[src/rtl/spt_pkg.sv]
// shared types and constants for the session pair table
// no dependencies
package spt_pkg;

	localparam int MAX_SESSIONS = 64;
	localparam int ID_W         = $clog2(MAX_SESSIONS);
	localparam int CNT_W        = ID_W + 1;
	localparam int FD_W         = 16;

	typedef enum logic [1:0] {
		OP_ADD  = 2'd0,
		OP_DEL  = 2'd1,
		OP_PAIR = 2'd2,
		OP_FIND = 2'd3
	} op_t;

	typedef enum logic [2:0] {
		ST_OK       = 3'd0,
		ST_BADARG   = 3'd1,
		ST_FULL     = 3'd2,
		ST_INUSE    = 3'd3,
		ST_NOTFOUND = 3'd4,
		ST_CONFLICT = 3'd5
	} status_t;

	// commands from the controller to the datapath
	typedef struct packed {
		logic load;
		logic cmp;
		logic enc;
		logic dec;
	} spt_cmd_t;

	// status from the datapath to the controller
	typedef struct packed {
		logic out_busy;
	} spt_sts_t;

endpackage

[src/rtl/spt_ctrl.sv]
// controller state machine sequencing compare, encode and decide steps
// depends on spt_pkg
module spt_ctrl (
	input  logic              clk,
	input  logic              arst_n,
	input  logic              in_valid,
	output logic              in_ready,
	input  spt_pkg::spt_sts_t sts,
	output spt_pkg::spt_cmd_t cmd
);
	import spt_pkg::*;

	typedef enum logic [3:0] {
		S_IDLE = 4'b0001,
		S_CMP  = 4'b0010,
		S_ENC  = 4'b0100,
		S_DEC  = 4'b1000
	} state_t;

	state_t state_q, state_d;

	always_comb begin
		state_d = state_q;
		unique case (state_q)
			S_IDLE: if (in_valid) state_d = S_CMP;
			S_CMP:  state_d = S_ENC;
			S_ENC:  state_d = S_DEC;
			S_DEC:  if (!sts.out_busy) state_d = S_IDLE;
			default: state_d = S_IDLE;
		endcase
	end

	always_ff @(posedge clk or negedge arst_n) begin
		if (!arst_n) begin
			state_q <= S_IDLE;
		end else begin
			state_q <= state_d;
		end
	end

	assign in_ready = (state_q == S_IDLE);
	assign cmd.load = in_ready && in_valid;
	assign cmd.cmp  = (state_q == S_CMP);
	assign cmd.enc  = (state_q == S_ENC);
	assign cmd.dec  = (state_q == S_DEC) && !sts.out_busy;

	a_dec_after_enc: assert property (@(posedge clk) disable iff (!arst_n)
		cmd.enc |=> state_q == S_DEC) else $error("decide step skipped");
	a_load_to_cmp: assert property (@(posedge clk) disable iff (!arst_n)
		cmd.load |=> cmd.cmp) else $error("compare step skipped");
	a_no_load_busy: assert property (@(posedge clk) disable iff (!arst_n)
		cmd.cmp |-> !in_ready) else $error("ready while busy");
endmodule

[config.mk]
export PLATFORM = sky130hd
export DESIGN_NAME = spt_ctrl
export DESIGN_NICKNAME = d
export VERILOG_FILES = /design/src/rtl/spt_pkg.sv /design/src/rtl/spt_ctrl.sv
export SDC_FILE = /design/constraint.sdc
export NUM_CORES = 1
export LEC_CHECK = 0
export BUFFER_PORTS_ARGS = -buffer_cell sky130_fd_sc_hd__buf_4
export CORE_AREA = 2 2 39 41
export DETAILED_ROUTE_END_ITERATION = 10
export DIE_AREA = 0 0 41 43
export PLACE_DENSITY_LB_ADDON = 0.12
export REMOVE_ABC_BUFFERS = 1
export SLEW_MARGIN = 20
export SYNTH_ARGS = -nofsm -noshare
export SYNTH_HDL_FRONTEND = slang
export SYNTH_SLANG_ARGS = --single-unit
[constraint.sdc]
create_clock -name clk -period 1.9 [get_ports clk]
set_clock_uncertainty 0.1 [all_clocks]
set_input_delay 0.19 -clock clk [delete_from_list [all_inputs] [get_ports clk]]
set_output_delay 0.19 -clock clk [all_outputs]
set_load 0.005 [all_outputs]
==> key figures, run 1 <==
Placed design
  – PortBufs: 8
  – Final HPWL DP: 369 um
  – Post-Place Cells: 44
  – Post-Place Worst Slack: between 0.5 and 0.6 ns
  – Routability cong.: roughly 0.67

Floorplan
  – IO Pins: 9
  – Die Span Y: 43 um
  – Core box area: 1380 um2
  – Die area: 1760 um2
  – Die W: 41 um
  – Initial Util: 16.2%
  – Row cnt: 14

Cells and area
  – Max reg flops: 4
  – Nets@finish: 38
  – Layout cells sized above 1: 39.4%
  – Area Growth Syn to Fin: 48.6%
  – Largest regs: state_q (4)
  – Top reg by flops: state_q
  – Fillers: 151
  – Area of the multi-input gates: 115 um2
  – Final Core Density: 24.1%
  – Final Non-Filler Cells: 49
  – Ant. Diodes: 0
  – Sequential cell area: 101 um2

Detailed routing
  – Via count: 200
  – Routed Antenna Nets: 0
  – Routed len/inst: 9.98 um
  – Vias per std cell: 4.08
  – DRC: 0
  – Drt total wl: 489 um
  – First-pass DRT Iterations: 1
  – Initial DRC Count: 0

Timing
  – RSZ-0062 raised after global routing: no
  – Worst Max-Slew Pin Slew: approximately 0.29 ns
  – Max-slew headroom: 80.4%
  – Slack of the critical path: 0.265 ns
  – Final hold vios: 0
  – Max frequency: 0.612 GHz
  – Final period utilization: 86.0%
  – Final Max Slew Viols: 0
  – Setup TNS: 0 ns
  – Tmin final: 1.63 ns
  – Setup-failing EPs final: 0

Run status
  – Status: finished, final reports clean

Yosys
  – Seq/Total Area, Yosys: between 40% and 50%
  – Synth unique cells: 16
  – Yosys warns: 0
  – Top FF cell, synth: dfrtp_1
  – Top cell type's share of synthesized area: between 30% and 40%
  – Syn avg cell area: roughly 11 um2
  – Synth top cells by count: dfrtp_1 (3), a21oi_1 (2), and2_1 (2), nor3b_1 (2)
  – Async SR Flop Fraction: between 90% and 100%
  – Number of flops mapped to enable cells by yosys: 0
  – Synth top area cells: dfrtp_1 (34%), dfstp_2 (12%), nor3b_1 (6.7%)
  – Mapped Cells: 21
  – Count leader, synth: dfrtp_1
  – Cell area after synthesis: 224 um2
  – Top cell type by total area after synthesis: dfrtp_1
  – FF+latch count, synth: 4

Critical path
  – Critical path's slowest cell: dfrtp_1
  – Worst EP arrival: 1.34 ns
  – Required @ worst endpoint: 1.61 ns
  – Critical path startpoint category: flip-flop
  – WS Path Type: flip-flop to output pin
  – CP endpoint kind: output pin
  – Worst-path fanout max: 5
  – Largest stage delay, worst path: 0.40 ns
  – CP Cell Sequence: or2_1 -> nor4b_1 -> buf_4

Clock tree
  – Total CTS buffers: 3
  – Cts repair resizes: 0
  – Skew-Pair Late Insertion Delay: 0.24 ns
  – CTS sink cnt: 4
  – CTS tree: yes
  – Clock root buffer: clkbuf_4
  – Clk slew on worst S/H paths: 0.04 ns
  – Max Root-Sink Buffers: 2
  – # H-tree levels: 1

Global route
  – Vias in the first global route: 216
  – Total grt overflow: 0
  – Overall global routing resource usage: 8.57%
  – Antenna violations before repair: 0
  – Largest net degree at the start of global routing: 9
  – First-pass GRT wire length: around 900 um

Power
  – PnR Total Power: 0.000436 W
  – Worst vdd ir: 0.397 mV
  – P per Cell Area: 1310 nW/um2
  – Static leakage: between 0.1 and 0.15 nW

Worst hold path
  – Hold Path Class: input pin to flip-flop

Job
  – Max Cap Violations: 0
-- path summary, 6_finish.rpt --
kind	slack, ns	cells after the start	to	startpoint
setup reg to reg	0.61	3	state_q[0]$_DFFE_PN1P_	state_q[0]$_DFFE_PN1P_
max in group asynchronous	1.32	2	state_q[0]$_DFFE_PN1P_	arst_n
hold reg to reg	0.48	1	state_q[2]$_DFFE_PN0P_	state_q[3]$_DFFE_PN0P_
min in group asynchronous	0.18	2	state_q[2]$_DFFE_PN0P_	arst_n
setup / recovery	0.27	3	cmd[0]	state_q[1]$_DFFE_PN0P_
hold / removal	0.08	2	state_q[1]$_DFFE_PN0P_	in_valid
-- per-layer routing --
metal,GRT usage (%),vias to the layer above,wire [um]
met5,0,-,0
met4,6.00,0,5
met3,7.85,2,49
met2,10.3,8,213
met1,9.12,90,222
li1,-,100,-
-- power breakdown --
group	internal [W]	total [W]	switching, W
clock	0.0000790	0.000117	0.0000378
combinational	0.000104	0.000167	0.0000635
sequential	0.000119	0.000152	0.0000333
-- what timing repair did --
item | in CTS | in global routing
buffers inserted | 0 | 0
endpoints found under the setup margin | 0 | 0
hold buffers | 1 | 0
hold endpoints to repair | 4 | 0
-- placed cells by master, fill, tap and decap left out, drive strengths merged, types with 2 or more instances in the layout --
cell type,synthesis,final
a21oi,2,2
nor3b,2,2
and2,2,2
nor4b,2,2
dfrtp,3,3
buf,1,8
clkbuf,0,4
-- metrics by stage --
| step | hold slack, ns | cell area (um2) |
|---|---|---|
| after floorplan | -0.206 | 216 |
| after global placement | -0.113 | 297 |
| after detailed placement | -0.112 | 297 |
| after CTS | 0.0777 | 333 |
| after global routing | 0.0783 | 333 |
| final | 0.0835 | 333 |
-- logic make-up after synthesis --
| group | share of synthesized area [%] |
|---|---|
| buffers and inverters | 3.35 |
| flip-flops | 45.3 |
| AND/OR/NAND/NOR | 43.0 |
| AO/OA/AOI/OAI | 8.38 |
-- worst max-delay path: cells and delay by family, from the launching register on --
kind	cells	cell delay, ns
buffers and inverters	1	0.16
DFF	1	0.40
and+or+nand+nor	2	0.54
-- final cells by class --
cell class | instances | area share (%)
timing repair buffer | 9 | 21.1
sequential | 4 | 30.5
tap | 16 | 6.02
clock buffer | 4 | 7.89
multi-input combinational | 16 | 34.6
(Power assumes the default switching activity.)
==> run 2, diff against run 1 <==
--- a/config.mk
+++ b/config.mk
@@ -5,6 +5,7 @@
 export SDC_FILE = /design/constraint.sdc
 export NUM_CORES = 1
 export LEC_CHECK = 0
+export ABC_AREA = 1
 export BUFFER_PORTS_ARGS = -buffer_cell sky130_fd_sc_hd__buf_4
 export CORE_AREA = 2 2 39 41
 export DETAILED_ROUTE_END_ITERATION = 10
==> run 2 against run 1 <==
Sequential power is 8% lower. Via count is 2.5% lower. Worst setup slack better by 0.17 ns. Synthesized area is 1.1% lower. Sequential cell count stayed put. Register-to-register slack better by 0.15 ns. Routed wire length is 3.9% lower. Clock power hardly changed. Largest cell class is now registers.
==> key figures, run 2 <==
Timing
  – Tmin final: 1.47 ns (-0.166 ns)
  – Max frequency: 0.681 GHz (+11%)
  – Setup TNS: 0 ns (unchanged)
  – Setup-failing EPs final: 0 (unchanged)
  – Slack of the critical path: 0.432 ns (+0.166 ns)
  – Final Max Slew Viols: 0 (unchanged)
  – Worst Max-Slew Pin Slew: 0.158 ns (-0.135 ns)
  – RSZ-0062 raised after global routing: no
  – Final hold vios: 0 (unchanged)
  – Max-slew headroom: 89.4% (+9.0 points)
  – Final period utilization: 77.3% (-8.8 points)

Global route
  – Total grt overflow: 0 (unchanged)
  – Vias in the first global route: 198 (-8.3%)
  – Antenna violations before repair: 0 (unchanged)
  – Overall global routing resource usage: 7.77% (-0.80 points)
  – Largest net degree at the start of global routing: 5 (-4)
  – First-pass GRT wire length: 793 um (-12%)

Critical path
  – Largest stage delay, worst path: 0.52 ns (+0.12 ns)
  – Cell count along the critical path: 5 (+2)
  – Critical path startpoint category: flip-flop
  – CP delay by family, top: flip-flops
  – CP Cell Sequence: inv_1 -> nor2_2 -> nand2_2 -> nor2_1 -> buf_4
  – CP endpoint kind: output pin
  – Worst-path fanout max: 4 (-1)
  – Critical path's slowest cell: dfstp_2
  – Buffers and inverters on the worst path: 2 (+1)
  – R2R depth: 6 (+3)
  – Required @ worst endpoint: 1.61 ns (about the same)
  – Worst EP arrival: 1.18 ns (-0.16 ns)
  – WS Path Type: flip-flop to output pin

Yosys
  – Largest family of logic cells by synthesized area: simple AND/OR/NAND/NOR gates
  – Async SR Flop Fraction: 100% (unchanged)
  – Top cell type's share of synthesized area: 33.9% (+0.38 points)
  – Synth top area cells: dfrtp_1 (34%), dfstp_2 (12%), inv_1 (10%)
  – Syn avg cell area: 7.64 um2 (-28%)
  – Top FF cell, synth: dfrtp_1
  – Seq/Total Area, Yosys: 45.8% (+0.51 points)
  – Top cell type by total area after synthesis: dfrtp_1
  – Cell area after synthesis: 221 um2 (-1.1%)
  – Post-Synth XOR/XNOR Area: 0% (unchanged)
  – Synth top cells by count: inv_1 (6), nor2_1 (6), dfrtp_1 (3), nand3_1 (3)
  – Synth Area in Compound Gates: 6.21% (-2.2 points)
  – FF+latch count, synth: 4 (unchanged)
  – Post-synthesis mux area share: 0% (unchanged)
  – Adder-cell share of the synthesized area: 0% (unchanged)
  – Post-Synth Simple-Gate Area: 29.9% (-13 points)
  – Mapped Cells: 29 (+38%)
  – Yosys warns: 0 (unchanged)
  – Number of flops mapped to enable cells by yosys: 0 (unchanged)
  – Synth unique cells: 12 (-4)

Run status
  – Status: finished, final reports clean

Cells and area
  – Ant. Diodes: 0 (unchanged)
  – Max reg flops: 4 (unchanged)
  – Largest regs: state_q (4)
  – Most frequent cells in the layout: buf_4 (8), inv_1 (6), nor2_1 (6)
  – Final Core Density: 23.9% (-0.18 points)
  – Top reg by flops: state_q
  – Most common cell after layout, fill and taps aside: buf_4
  – Nets@finish: 46 (+21%)
  – Fillers: 166 (+9.9%)
  – Layout cells sized above 1: 46.3% (+6.9 points)
  – Area Growth Syn to Fin: 49.2%

Clock tree
  – Skew-Pair Late Insertion Delay: 0.24 ns (about the same)
  – Max Root-Sink Buffers: 2 (unchanged)
  – Clk slew on worst S/H paths: 0.04 ns (about the same)
  – Clock root buffer: clkbuf_4
  – CTS sink cnt: 4 (unchanged)
  – CTS tree: yes
  – # H-tree levels: 1 (unchanged)
  – Total CTS buffers: 3 (unchanged)

Floorplan
  – Die W: 41 um (unchanged)
  – Row cnt: 14 (unchanged)
  – Die area: 1760 um2 (unchanged)
  – Die Span Y: 43 um (unchanged)
  – Core box area: 1380 um2 (unchanged)
  – IO Pins: 9 (unchanged)
  – Initial Util: 16.0% (-0.18 points)

Detailed routing
  – First-pass DRT Iterations: 3 (+2)
  – Via count: 195 (-2.5%)
  – Routed len/inst: 8.25 um (-17%)
  – Drt total wl: 470 um (-3.9%)
  – Vias per std cell: 3.42 (-16%)
  – Initial DRC Count: 3 (+3)
  – DRC: 0 (unchanged)
  – Routed Antenna Nets: 0 (unchanged)

Placed design
  – Final HPWL DP: 401 um (+8.7%)
  – Post-Place Worst Slack: 0.669 ns (+0.159 ns)
  – PortBufs: 8 (unchanged)
  – Routability cong.: 0.702 (+4.7%)

Power
  – P per Cell Area: 1410 nW/um2 (+7.3%)
  – Static leakage: 0.195 nW (+32%)
  – Worst vdd ir: 0.426 mV (+7.3%)

Job
  – Max Cap Violations: 0 (unchanged)

Worst hold path
  – Hold Path Stages: 3 (+1)
  – Hold Path Class: input pin to flip-flop
-- run 2: metal layers --
layer / wire length, um / track usage [%] / vias up
met3: 30 / 1.57 / 0
met1: 177 / 8.50 / 79
met2: 262 / 9.38 / 9
li1: - / - / 107
met5: 0 / 0 / -
met4: 0 / 12.0 / 0
-- run 2: per-stage QoR --
stage | power [W] | hold slack, ns | std cells | area (um2)
6_report | 0.000465 | 0.101 | 57 | 330
5_1_grt | 0.000514 | 0.107 | 57 | 330
4_1_cts | 0.000475 | 0.0966 | 57 | 330
3_5_place_dp | 0.000351 | -0.110 | 52 | 294
3_3_place_gp | 0.000346 | -0.111 | 52 | 294
2_1_floorplan | 0.000269 | -0.206 | 28 | 214
-- run 2: worst paths after layout --
kind | start | endpoint | slack [ns]
max | state_q[0]$_DFFE_PN1P_ | cmd[3] | 0.43
min reg2reg | state_q[1]$_DFFE_PN0P_ | state_q[1]$_DFFE_PN0P_ | 0.49
max in group asynchronous | arst_n | state_q[0]$_DFFE_PN1P_ | 1.32
min in group asynchronous | arst_n | state_q[3]$_DFFE_PN0P_ | 0.18
min | in_valid | state_q[1]$_DFFE_PN0P_ | 0.10
max reg2reg | state_q[0]$_DFFE_PN1P_ | state_q[0]$_DFFE_PN1P_ | 0.76
-- run 2: area by class of cell --
class / count / area (um2) / area share [%]
inverters: 8 / 32.5 / 9.85
well taps: 16 / 20.0 / 6.06
repair buffers: 9 / 70.1 / 21.2
clock buffers: 4 / 26.3 / 7.95
multi-input cells: 16 / 80.1 / 24.2
flip-flops and latches: 4 / 101 / 30.7
-- run 2: kinds of logic (layout without fill, tap and decap cells) --
logic type	Yosys count	count (layout)
flip-flops	4	4
AND/OR/NAND/NOR	14	14
buffers and inverters	9	21
AO/OA/AOI/OAI	2	2
-- run 2: timing repair --
item | CTS | global route
hold endpoints to repair | 4 | 0
buffers inserted | 0 | 0
gates resized for setup | 0 | 0
hold buffers | 1 | 0
-- run 2: power by group --
part | internal (W) | total [W] | switching (W)
Clock | 0.0000791 | 0.000119 | 0.0000401
Sequential | 0.000122 | 0.000140 | 0.0000183
Combinational | 0.0000942 | 0.000206 | 0.000111
Total | 0.000295 | 0.000465 | 0.000170
-- run 2: worst min-delay path: stages --
cell,delay (ns)
buf_4,0.11
clkinv_2,0.05
nor2_1,0.04
